--- config.mk ---
export PLATFORM = sky130hd
export DESIGN_NAME = wilder_rsi_stream
export DESIGN_NICKNAME = d
export VERILOG_FILES = /design/src/hw/rtl/wrsi_pkg.sv /design/src/hw/rtl/wrsi_ctrl.sv /design/src/hw/rtl/wrsi_dp.sv /design/src/hw/rtl/wilder_rsi_stream.sv
export SDC_FILE = /design/constraint.sdc
export NUM_CORES = 2
export LEC_CHECK = 0
export BUFFER_PORTS_ARGS = -buffer_cell sky130_fd_sc_hd__buf_2
export CAP_MARGIN = 20
export CORE_ASPECT_RATIO = 1.1
export CORE_UTILIZATION = 45
export DETAILED_ROUTE_END_ITERATION = 12
export GPL_TIMING_DRIVEN = 1
export MAX_ROUTING_LAYER = met4
export SYNTH_ARGS = -nofsm -noshare
export SYNTH_HDL_FRONTEND = slang
export SYNTH_SLANG_ARGS = --single-unit
--- constraint.sdc ---
create_clock -name clk -period 18.95 [get_ports clk]
set_clock_uncertainty 0.1 [all_clocks]
set_input_delay 0.9475 -clock clk [delete_from_list [all_inputs] [get_ports clk]]
set_output_delay 0.9475 -clock clk [all_outputs]
set_load 0.01 [all_outputs]
--- src/hw/rtl/wrsi_pkg.sv ---
// ----------------------------------------------------------------------------
// wrsi_pkg: shared definitions for the Wilder RSI stream block
// Widths, fixed-point constants, the controller state type and the command
// and status groups that join the controller and the datapath.
// ----------------------------------------------------------------------------
package wrsi_pkg;

	// Window and fixed-point setup.
	localparam int MAX_WINDOW          = 1024;
	localparam int EXTRA_FRACTION_BITS = 16;
	localparam int PRICE_W             = 32;
	localparam int WIN_W               = 11;
	localparam int WIN_RESET           = 14;
	localparam int N_W                 = $clog2(MAX_WINDOW + 1);
	localparam int REM_W               = $clog2(MAX_WINDOW);
	localparam int ACC_W               = 64;
	localparam int X_W                 = PRICE_W + EXTRA_FRACTION_BITS;

	// Final ratio: both averages are brought below 2^NORM_W first.
	localparam int NORM_W              = 48;
	localparam int RSI_W               = 15;
	localparam int RSI_FULL_SCALE      = 25600;
	localparam int NUM_W               = NORM_W + RSI_W;

	// Iteration counts of the sequential units.
	localparam int MUL_STEPS           = REM_W;
	localparam int DIV_STEPS           = ACC_W;
	localparam int FDIV_STEPS          = RSI_W;
	localparam int STEP_W              = $clog2(ACC_W);

	// Controller states.
	typedef enum logic [2:0] {
		ST_IDLE,
		ST_MUL,
		ST_ADDX,
		ST_DIV,
		ST_NORM,
		ST_FSET,
		ST_FDIV,
		ST_DONE
	} wrsi_state_t;

	// What the arriving price asks for.
	typedef enum logic [1:0] {
		FR_NONE,
		FR_SEED,
		FR_SMOOTH
	} wrsi_front_t;

	typedef struct packed {
		logic front;
		logic mul_step;
		logic add_x;
		logic div_step;
		logic div_last;
		logic norm_step;
		logic fset;
		logic fdiv_step;
		logic load_out;
	} wrsi_cmd_t;

	typedef struct packed {
		wrsi_front_t front_kind;
		logic        norm_busy;
	} wrsi_sts_t;

endpackage

--- src/hw/rtl/wrsi_ctrl.sv ---
// ----------------------------------------------------------------------------
// wrsi_ctrl: sequencer of the Wilder RSI stream block
// Steps the datapath through multiply, divide, normalize and ratio phases
// and owns the input and output handshakes.
// ----------------------------------------------------------------------------
module wrsi_ctrl (
	input  logic               clk,
	input  logic               arst_n,
	input  logic               in_valid,
	output logic               in_ready,
	input  logic               out_ready,
	output logic               out_valid,
	input  wrsi_pkg::wrsi_sts_t sts,
	output wrsi_pkg::wrsi_cmd_t cmd
);
	import wrsi_pkg::*;

	wrsi_state_t        state_q, state_d;
	logic [STEP_W-1:0]  step_q;
	logic [STEP_W-1:0]  step_load_c;
	logic               out_valid_q;
	logic               step_zero_c;
	logic               out_free_c;

	assign step_zero_c = (step_q == '0);
	assign out_free_c  = !out_valid_q || out_ready;

	// Next state.
	always_comb begin
		state_d = state_q;
		case (state_q)
			ST_IDLE: begin
				if (in_valid) begin
					case (sts.front_kind)
						FR_SEED:   state_d = ST_DIV;
						FR_SMOOTH: state_d = ST_MUL;
						default:   state_d = ST_IDLE;
					endcase
				end
			end
			ST_MUL: begin
				if (step_zero_c) state_d = ST_ADDX;
			end
			ST_ADDX: state_d = ST_DIV;
			ST_DIV: begin
				if (step_zero_c) state_d = ST_NORM;
			end
			ST_NORM: begin
				if (!sts.norm_busy) state_d = ST_FSET;
			end
			ST_FSET: state_d = ST_FDIV;
			ST_FDIV: begin
				if (step_zero_c) state_d = ST_DONE;
			end
			ST_DONE: begin
				if (out_free_c) state_d = ST_IDLE;
			end
			default: state_d = ST_IDLE;
		endcase
	end

	// Commands to the datapath.
	always_comb begin
		cmd           = '0;
		cmd.front     = (state_q == ST_IDLE) && in_valid;
		cmd.mul_step  = (state_q == ST_MUL);
		cmd.add_x     = (state_q == ST_ADDX);
		cmd.div_step  = (state_q == ST_DIV);
		cmd.div_last  = (state_q == ST_DIV) && step_zero_c;
		cmd.norm_step = (state_q == ST_NORM);
		cmd.fset      = (state_q == ST_FSET);
		cmd.fdiv_step = (state_q == ST_FDIV);
		cmd.load_out  = (state_q == ST_DONE) && out_free_c;
	end

	// Iteration count, less one, loaded on entry to a looping state.
	always_comb begin
		case (state_d)
			ST_MUL:  step_load_c = STEP_W'(MUL_STEPS - 1);
			ST_DIV:  step_load_c = STEP_W'(DIV_STEPS - 1);
			ST_FDIV: step_load_c = STEP_W'(FDIV_STEPS - 1);
			default: step_load_c = '0;
		endcase
	end

	assign in_ready  = (state_q == ST_IDLE);
	assign out_valid = out_valid_q;

	// State, step counter and output beat flag.
	always_ff @(posedge clk or negedge arst_n) begin
		if (!arst_n) begin
			state_q     <= ST_IDLE;
			step_q      <= '0;
			out_valid_q <= 1'b0;
		end else begin
			state_q <= state_d;
			if (state_d != state_q) begin
				step_q <= step_load_c;
			end else if (!step_zero_c) begin
				step_q <= step_q - STEP_W'(1);
			end
			if (cmd.load_out) begin
				out_valid_q <= 1'b1;
			end else if (out_ready) begin
				out_valid_q <= 1'b0;
			end
		end
	end

endmodule

--- src/hw/rtl/wrsi_dp.sv ---
// ----------------------------------------------------------------------------
// wrsi_dp: datapath of the Wilder RSI stream block
// Holds the series state and the averages, and carries two shift-add multipliers,
// two bit-serial dividers by the window and a bit-serial ratio divider.
// ----------------------------------------------------------------------------
module wrsi_dp (
	input  logic                         clk,
	input  logic                         arst_n,
	input  logic                         cfg_we,
	input  logic [wrsi_pkg::WIN_W-1:0]   cfg_wdata,
	input  logic [wrsi_pkg::PRICE_W-1:0] price,
	input  logic                         series_start,
	input  wrsi_pkg::wrsi_cmd_t          cmd,
	output wrsi_pkg::wrsi_sts_t          sts,
	output logic [wrsi_pkg::RSI_W-1:0]   rsi_value
);
	import wrsi_pkg::*;

	localparam int LANE_G = 0;
	localparam int LANE_L = 1;

	// Control state.
	logic [WIN_W-1:0]   window_q;
	logic               have_prev_q;
	logic [N_W-1:0]     cnt_q;

	// Payload state.
	logic [PRICE_W-1:0] prev_q;
	logic [ACC_W-1:0]   acc_q  [2];
	logic [ACC_W-1:0]   work_q [2];
	logic [X_W-1:0]     x_q    [2];
	logic [REM_W-1:0]   rem_q  [2];
	logic [REM_W-1:0]   mpl_q;
	logic [N_W-1:0]     n_q;
	logic [NORM_W:0]    den_q;
	logic [NORM_W:0]    frem_q;
	logic [RSI_W-1:0]   fq_q;
	logic               full_q;
	logic [RSI_W-1:0]   rsi_q;

	// Front-end signals.
	logic [N_W-1:0]     n_eff_c;
	logic [N_W-1:0]     cnt_inc_c;
	logic               start_c;
	logic               seeding_c;
	logic [PRICE_W-1:0] up_c;
	logic [PRICE_W-1:0] down_c;
	logic [X_W-1:0]     x_c    [2];
	logic [ACC_W-1:0]   sum_c  [2];

	// Iterative unit signals.
	logic [ACC_W-1:0]   mul_c   [2];
	logic [REM_W:0]     trial_c [2];
	logic [REM_W:0]     diff_c  [2];
	logic               ge_c    [2];
	logic [ACC_W-1:0]   quo_c   [2];
	logic [NUM_W-1:0]   num_c;
	logic [NORM_W+1:0]  ftrial_c;
	logic [NORM_W+1:0]  fdiff_c;
	logic               fge_c;

	// Effective window: zero acts as one, large values clamp.
	always_comb begin
		if (window_q == '0) begin
			n_eff_c = N_W'(1);
		end else if (32'(window_q) > MAX_WINDOW) begin
			n_eff_c = N_W'(MAX_WINDOW);
		end else begin
			n_eff_c = N_W'(window_q);
		end
	end

	// Price change and running sums for the arriving beat.
	always_comb begin
		start_c   = series_start || !have_prev_q;
		up_c      = (price > prev_q) ? (price - prev_q) : '0;
		down_c    = (prev_q > price) ? (prev_q - price) : '0;
		x_c[LANE_G] = {up_c, {EXTRA_FRACTION_BITS{1'b0}}};
		x_c[LANE_L] = {down_c, {EXTRA_FRACTION_BITS{1'b0}}};
		sum_c[LANE_G] = acc_q[LANE_G] + ACC_W'(x_c[LANE_G]);
		sum_c[LANE_L] = acc_q[LANE_L] + ACC_W'(x_c[LANE_L]);
		seeding_c = (cnt_q < n_eff_c);
		cnt_inc_c = cnt_q + N_W'(1);
	end

	// Tell the controller which path the beat takes.
	always_comb begin
		if (start_c) begin
			sts.front_kind = FR_NONE;
		end else if (seeding_c) begin
			sts.front_kind = (cnt_inc_c == n_eff_c) ? FR_SEED : FR_NONE;
		end else begin
			sts.front_kind = FR_SMOOTH;
		end
		sts.norm_busy = (work_q[LANE_G][ACC_W-1:NORM_W] |
			work_q[LANE_L][ACC_W-1:NORM_W]) != '0;
	end

	// Shift-add multiply step and restoring divide step, one per lane.
	always_comb begin
		for (int i = 0; i < 2; i++) begin
			mul_c[i]   = (work_q[i] << 1) + (mpl_q[REM_W-1] ? acc_q[i] : '0);
			trial_c[i] = {rem_q[i], work_q[i][ACC_W-1]};
			ge_c[i]    = (trial_c[i] >= (REM_W + 1)'(n_q));
			diff_c[i]  = trial_c[i] - (REM_W + 1)'(n_q);
			quo_c[i]   = {work_q[i][ACC_W-2:0], ge_c[i]};
		end
	end

	// Ratio setup and divide step.
	always_comb begin
		num_c    = NUM_W'(work_q[LANE_G][NORM_W-1:0]) * NUM_W'(RSI_FULL_SCALE);
		ftrial_c = {frem_q, fq_q[RSI_W-1]};
		fge_c    = (ftrial_c >= (NORM_W + 2)'(den_q));
		fdiff_c  = ftrial_c - (NORM_W + 2)'(den_q);
	end

	// Configuration and series control state.
	always_ff @(posedge clk or negedge arst_n) begin
		if (!arst_n) begin
			window_q    <= WIN_W'(WIN_RESET);
			have_prev_q <= 1'b0;
			cnt_q       <= '0;
		end else begin
			if (cfg_we) begin
				window_q <= cfg_wdata;
			end
			if (cmd.front) begin
				have_prev_q <= 1'b1;
				if (start_c) begin
					cnt_q <= '0;
				end else if (seeding_c) begin
					cnt_q <= cnt_inc_c;
				end
			end
		end
	end

	// Averages and the working registers of the iterative units.
	always_ff @(posedge clk) begin
		if (cmd.front) begin
			prev_q <= price;
			n_q    <= n_eff_c;
			mpl_q  <= REM_W'(n_eff_c - N_W'(1));
			for (int i = 0; i < 2; i++) begin
				x_q[i]   <= x_c[i];
				rem_q[i] <= '0;
				if (start_c) begin
					acc_q[i] <= '0;
				end else if (seeding_c) begin
					acc_q[i]  <= sum_c[i];
					work_q[i] <= sum_c[i];
				end else begin
					work_q[i] <= '0;
				end
			end
		end
		if (cmd.mul_step) begin
			mpl_q <= mpl_q << 1;
			for (int i = 0; i < 2; i++) begin
				work_q[i] <= mul_c[i];
			end
		end
		if (cmd.add_x) begin
			for (int i = 0; i < 2; i++) begin
				work_q[i] <= work_q[i] + ACC_W'(x_q[i]);
				rem_q[i]  <= '0;
			end
		end
		if (cmd.div_step) begin
			for (int i = 0; i < 2; i++) begin
				work_q[i] <= quo_c[i];
				rem_q[i]  <= REM_W'(ge_c[i] ? diff_c[i] : trial_c[i]);
				if (cmd.div_last) begin
					acc_q[i] <= quo_c[i];
				end
			end
		end
		// Halve both averages together until they fit the ratio divider.
		if (cmd.norm_step && sts.norm_busy) begin
			for (int i = 0; i < 2; i++) begin
				work_q[i] <= work_q[i] >> 1;
			end
		end
		if (cmd.fset) begin
			frem_q <= (NORM_W + 1)'(num_c[NUM_W-1:RSI_W]);
			fq_q   <= num_c[RSI_W-1:0];
			den_q  <= (NORM_W + 1)'(work_q[LANE_G][NORM_W-1:0]) +
				(NORM_W + 1)'(work_q[LANE_L][NORM_W-1:0]);
			full_q <= (acc_q[LANE_L] == '0);
		end
		if (cmd.fdiv_step) begin
			frem_q <= (NORM_W + 1)'(fge_c ? fdiff_c : ftrial_c);
			fq_q   <= {fq_q[RSI_W-2:0], fge_c};
		end
		if (cmd.load_out) begin
			rsi_q <= full_q ? RSI_W'(RSI_FULL_SCALE) : fq_q;
		end
	end

	assign rsi_value = rsi_q;

endmodule

--- src/hw/rtl/wilder_rsi_stream.sv ---
// ----------------------------------------------------------------------------
// wilder_rsi_stream: streaming Wilder relative strength index
// Takes one 16.16 price per input beat and returns RSI in 7.8 fixed point
// once the averages are seeded.
// ----------------------------------------------------------------------------
// Usage:
// Input beats (in_valid/in_ready) carry price and series_start. A beat with
// series_start set, or the first beat after reset, only stores the price.
// The next window_length changes are summed; the last of them seeds the
// averages and yields the first output beat (out_valid/out_ready, rsi_value).
// Every later change updates the averages and yields one output beat.
// A beat that yields no result only updates the series state. A seeding
// beat divides both sums by the window in the one-bit-per-cycle dividers,
// halves both averages until they fit the ratio divider and then forms the
// ratio; a smoothing beat first multiplies both averages by the window less
// one and adds the new change. One beat is worked on at a time.
// The finished result sits in an output register; a new input beat is taken
// while it waits, and only the next finished result stalls on the receiver.
// Reset clears the series and sets window_length to 14. Write window_length
// through cfg_we/cfg_wdata only while the block is idle.
// ----------------------------------------------------------------------------
module wilder_rsi_stream (
	input  logic                         clk,
	input  logic                         arst_n,
	input  logic                         cfg_we,
	input  logic [wrsi_pkg::WIN_W-1:0]   cfg_wdata,
	input  logic                         in_valid,
	output logic                         in_ready,
	input  logic [wrsi_pkg::PRICE_W-1:0] price,
	input  logic                         series_start,
	output logic                         out_valid,
	input  logic                         out_ready,
	output logic [wrsi_pkg::RSI_W-1:0]   rsi_value
);
	import wrsi_pkg::*;

	wrsi_cmd_t cmd;
	wrsi_sts_t sts;

	// Sequencer.
	wrsi_ctrl u_ctrl (
		.clk       (clk),
		.arst_n    (arst_n),
		.in_valid  (in_valid),
		.in_ready  (in_ready),
		.out_ready (out_ready),
		.out_valid (out_valid),
		.sts       (sts),
		.cmd       (cmd)
	);

	// Arithmetic and series state.
	wrsi_dp u_dp (
		.clk          (clk),
		.arst_n       (arst_n),
		.cfg_we       (cfg_we),
		.cfg_wdata    (cfg_wdata),
		.price        (price),
		.series_start (series_start),
		.cmd          (cmd),
		.sts          (sts),
		.rsi_value    (rsi_value)
	);

	// A presented result never exceeds full scale.
	a_rsi_range: assert property (@(posedge clk) disable iff (!arst_n)
		out_valid |-> (rsi_value <= RSI_W'(RSI_FULL_SCALE)))
		else $error("rsi_value above full scale");

	// A series start only stores the price: the block is ready again at once.
	a_start_ready: assert property (@(posedge clk) disable iff (!arst_n)
		(in_valid && in_ready && series_start) |=> in_ready)
		else $error("series start did not return to ready");

	// A series start never produces a result beat.
	a_start_quiet: assert property (@(posedge clk) disable iff (!arst_n)
		(in_valid && in_ready && series_start) |=> !$rose(out_valid))
		else $error("series start produced a result");

	// A new result is only loaded while the sequencer is not taking input.
	a_load_busy: assert property (@(posedge clk) disable iff (!arst_n)
		cmd.load_out |-> !in_ready)
		else $error("result loaded while accepting input");

endmodule
# == Word level (Yosys, flattened, before mapping) ==
# Memories as Yosys holds them, arrays and structs flattened.
# Index checks and enable logic that the tools add are counted.
# word_totals
mem_count,4
input_bits,49
regBits,215
mem_bits_rw,340
# memory_table
memory,depth,width,read_ports,rd_ports_with_merged_regs,write_ports,line,rtl
u_dp.acc_q,2,64,2,0,2,wrsi_dp.sv:29,logic [ACC_W-1:0] acc_q [2];
u_dp.work_q,2,64,2,0,2,wrsi_dp.sv:30,logic [ACC_W-1:0] work_q [2];
u_dp.x_q,2,32,2,0,2,wrsi_dp.sv:31,logic [X_W-1:0] x_q [2];
u_dp.rem_q,2,10,2,0,2,wrsi_dp.sv:32,logic [REM_W-1:0] rem_q [2];
# op_classes
eq_ne,15
n_mul,1
muxes,75
reduce_logical,18
bitwise_logic,19
n_addsub,15
magnitude_cmp,7
# op_table
cell,count
$mux 64,16
$add 64x48->64,4
$mux 49,3
$add 64x64->64,2
$mux 10,8
$gt 32x32->1,2
$logic_not 64->1,1
$mux 32,2
$sub 32x32->32,2
$mul 48x5->53 const B,1
$ge 50x49->1,1
$add 48x48->49,1
$sub 49x49->49,1
$mux 11,4
$mux 15,2
$mux 1,27
$pmux 3 s8,1
$ge 11x11->1,2
$sub 10x10->10,2
$mux 3,6
$or 1x1->1,18
$pmux 6 s3,1
$or 16x16->16,1
$reduce_bool 16->1,1
other kinds (24),41

# == Depth between registers and ports, before layout ==
# depth
ltp_word,14
depth_mapped,30
ltp_nobuf,29

# == Cells and area by module ==
# A second synthesis with hierarchy kept.
# unflattened
cells_unflattened,6589
area_unflattened_um2,56016.2
# by_module_without_submodules
mod,instances,cells_per_inst,area_each_um2,seq_area_each_um2
wrsi_dp,1,6482,55140.4,16224.3
wrsi_ctrl,1,107,875.8,250.2

# == Least setup slack after synthesis ==
# Ideal clock, no wire load.
# synth_timing
path_type,in2reg
start,in price[0] (netlist bit)
end,"mem u_dp.work_q[1][51], data pin"
arrival_time_ps,6358
stages,26
path_slack_ps,12231
n_path_buf,1
path_cell_list,ha_1 inv_1 fa_1 a21o_1 a21oi_1 o21bai_1 a221oi_1 nand2_1 a311oi_1 o21ai_1 a221oi_1 o21ai_1 nand2_1 buf_2 nor2_1 ha_1 a2111oi_0 o21ai_1 a41oi_1 o21ai_1 a211oi_1 a211oi_2 and4_1 xnor2_1 a221oi_1 a221o_1
# synth_rtl
item,line,rtl
"start, declared",wilder_rsi_stream.sv:29,"input logic [wrsi_pkg::PRICE_W-1:0] price,"
"end, declared",wrsi_dp.sv:30,

==> flow_summary.json <==
{
  "outcome": "complete, no violations",
  "vias_per_cell": 6.22,
  "overflow": 0,
  "area.growth.synth_to_final_pct": 7.37,
  "fillers": 11931,
  "ys_top_cells_by_area": "edfxtp_1 (28%), ha_1 (13%), a21oi_1 (5.5%)",
  "vias": 51200,
  "track_usage_pct": 32.0,
  "critPathTopFamily": "compound AO/OA/AOI/OAI gates",
  "async_flop_share_pct": 5.95,
  "cp-startpoint": "u_dp.prev_q[0]",
  "htree_levels": 3,
  "combPwrFrac_pct": 7.8,
  "io_buffers": 65,
  "cts_tree": "done",
  "critical_path_arrival_ps": 8230,
  "grt_pass1_vias": 49144,
  "p_seq_share_pct": 44.5,
  "ys.flop_type": "edfxtp_1",
  "ys_seq_area_share_pct": 29.3,
  "drt-initial-drc-count": 4887,
  "grt_pass1_wl_um": 304000,
  "fin_crit_sh_pct": 41.6,
  "synth_fp_nets": 7352,
  "ios": 66,
  "cts-root-buf": "clkbuf_16",
  "setup_viol": 0,
  "hp-class": "input pin to async pin",
  "switching_power_w": 0.000770,
  "dieArea_um2": 126000,
  "initial_core_util_pct": 45.5,
  "yosys-mux-area-fraction_pct": 0.677,
  "critPathKind": "register to register",
  "multi_input_area_um2": 36800,
  "rows": 135,
  "hold_buffers": 0,
  "drc": 0,
  "cpMaxStageDelayCell": "a311oi_1",
  "finalCriticalPeriod_ps": 7880,
  "worst_slew_pin_slew_ps": 1190,
  "ctsResizeCount": 0,
  "rsz0062_at_grt": "no",
  "netlist_area_um2": 56200,
  "leakage_nw": 26.3,
  "synth.distinct_cells": 97,
  "synth_top_area_cell": "edfxtp_1",
  "synth_xor_area_share_pct": 7.76,
  "clock_path_buffers": 3,
  "r2r-end": "u_dp.work_q[1][51]",
  "peakVddDrop_v": 0.0000708,
  "netlist.area_leader.share_pct": 27.8,
  "mostFrequentLayoutCells": "a21oi_1 (617), ha_1 (600), nand2_1 (556)",
  "dr.pass1.iters": 6,
  "hold_viol": 0,
  "synthCells": 6648,
  "worstSetupStartpointType": "register",
  "slew_headroom_pct": 20.2,
  "clock.fmax_mhz": 127,
  "p_clk_share_pct": 47.8,
  "clk_pin_slew_ps": 60,
  "nets": 7230,
  "setup_tns_ps": 0,
  "gp_congestion": 0.992,
  "slowest_delay_ps": 590,
  "routedWlPerCell_um": 24.5,
  "crit_path_end_kind": "register",
  "clkLatencyLatePin_ps": 700,
  "worstSetupEndpoint": "u_dp.work_q[1][51]",
  "regToRegStartpoint": "u_dp.prev_q[0]",
  "synth_top_family_by_area": "compound AO/OA/AOI/OAI gates",
  "ys_warn_count": 0,
  "post_cts_buffers": 0,
  "p_sw_share_pct": 25.7,
  "cts.sinks": 555,
  "die_y_um": 373,
  "cap_violations": 0,
  "critPathMaxFanout": 31,
  "cp.required_ps": 19300,
  "power_density_nw_per_um2": 49.7,
  "antenna_left": 0,
  "register_area_um2": 16500,
  "p_int_w": 0.00223,
  "drv_slew": 0,
  "crit_cells": 27,
  "synth-compound-area-share_pct": 25.4,
  "synth_seq_cells": 555,
  "cts_made_buffers": 74,
  "dp.final_hpwl_um": 153000,
  "grt_max_degree": 102,
  "r2r_setup_slack_ps": 11070,
  "synthSimpleGateAreaFrac_pct": 16.0,
  "path_buf_inv": 3,
  "die_w_um": 339,
  "grt_antenna_before_repair": 3,
  "layout_commonest_cell": "a21oi_1",
  "synth-adder-area-share_pct": 15.3,
  "crit_top_cell": "o21ai_1",
  "core_area_um2": 123000,
  "postLayoutCoreUtil_pct": 48.9,
  "r2r_cells": 27,
  "wl_um": 202000,
  "synth_edf_count": 520,
  "layout-drive-gt1-share_pct": 5.08,
  "postSynthAreaPerCell_um2": 8.45
}
[worst min path at each step]
stage | from | end | slack [ps] | cells after the start
after floorplan | u_dp.have_prev_q | u_dp.have_prev_q | 350 | 1
after global placement | u_dp.have_prev_q | u_dp.have_prev_q | 360 | 1
after detailed placement | u_dp.mpl_q[0] | u_dp.mpl_q[0] | 400 | 2
after CTS | arst_n | u_ctrl.state_q[1] | 240 | 1
after global routing | arst_n | u_ctrl.out_valid | 310 | 1
final | arst_n | u_ctrl.state_q[1] | 250 | 1
[state kept, by name (all words and copies together) (netlist names), 15 cells and up]
name            count
u_dp.acc_q        128
u_dp.den_q         49
u_dp.fq_q          15
u_dp.frem_q        49
u_dp.prev_q        32
u_dp.rem_q         20
u_dp.rsi_value     15
u_dp.work_q       128
u_dp.x_q           64
[cells by family (layout without fill, tap and decap cells)]
group | count (synthesis) | in the layout
mux | 36 | 36
buf+inv | 810 | 743
fa+ha+maj | 655 | 655
compound gates | 2217 | 2217
simple gates | 1877 | 1877
other cells | 0 | 2
xor+xnor | 498 | 498
flops | 555 | 555
[worst register-to-register path, delay by kind of cell, from the launching register on]
kind | cells | cell delay [ps]
DFF | 1 | 390
and+or+nand+nor | 4 | 680
adders and majority gates | 3 | 960
AOI/OAI and AO/OA | 16 | 4850
xor gates and xnor gates | 1 | 180
buffers and inverters | 3 | 470
[cell usage after synthesis (all sizes together), types with 24 or more instances]
cell,n
xnor2,310
buf,28
and3,72
o21bai,79
a31oi,55
nand2b,70
a221o,28
or3,24
clkbuf,292
nor2b,73
nor4,40
nand2,562
ha,600
a211oi,84
xor2,188
o31ai,41
o221ai,44
nor3,93
dfrtp,30
a21oi,624
o21ai,532
o211ai,68
o21a,56
o22ai,37
edfxtp,520
nand4,108
a22oi,30
a221oi,46
nor2,452
nand3,152
a21o,257
and2,157
fa,55
a22o,41
inv,488
[cell type report]
cell class | count | share of cell area (%)
Multi-Input combinational cell | 5283 | 61.0
Timing Repair Buffer | 122 | 1.28
Sequential cell | 555 | 27.3
Inverter | 490 | 3.05
Antenna cell | 2 | 0.00829
Clock inverter | 43 | 0.761
Tap cell | 1644 | 3.41
Clock buffer | 88 | 3.21
[per-stage QoR]
stage / cells / hold slack, ps / setup WS [ps] / cell area [um^2] / total power, W
6_report: 8227 / 250 / 11070 / 60300 / 0.00300
4_1_cts: 8224 / 243 / 11130 / 60300 / 0.00302
3_3_place_gp: 8093 / 365 / 10650 / 57900 / 0.00159
3_5_place_dp: 8093 / 396 / 10510 / 57900 / 0.00159
5_1_grt: 8226 / 313 / 10410 / 60300 / 0.00308
2_1_floorplan: 6648 / 350 / 12230 / 56200 / 0.00151
[routing by layer]
metal,part of all wire (%),global-route usage [%]
met3,7.5,4.25
met5,0,-
met2,45,49.6
met4,4.8,14.1
met1,43,41.7
[power by group through the flow]
stage	combinational (W)	sequential [W]	clock [W]
global placement	0.000229	0.00136	0
global route	0.000251	0.00133	0.00149
floorplan	0.000153	0.00136	0
CTS	0.000230	0.00133	0.00145
detailed placement	0.000229	0.00136	0
finish	0.000233	0.00133	0.00143
(Power assumes the default switching activity.)
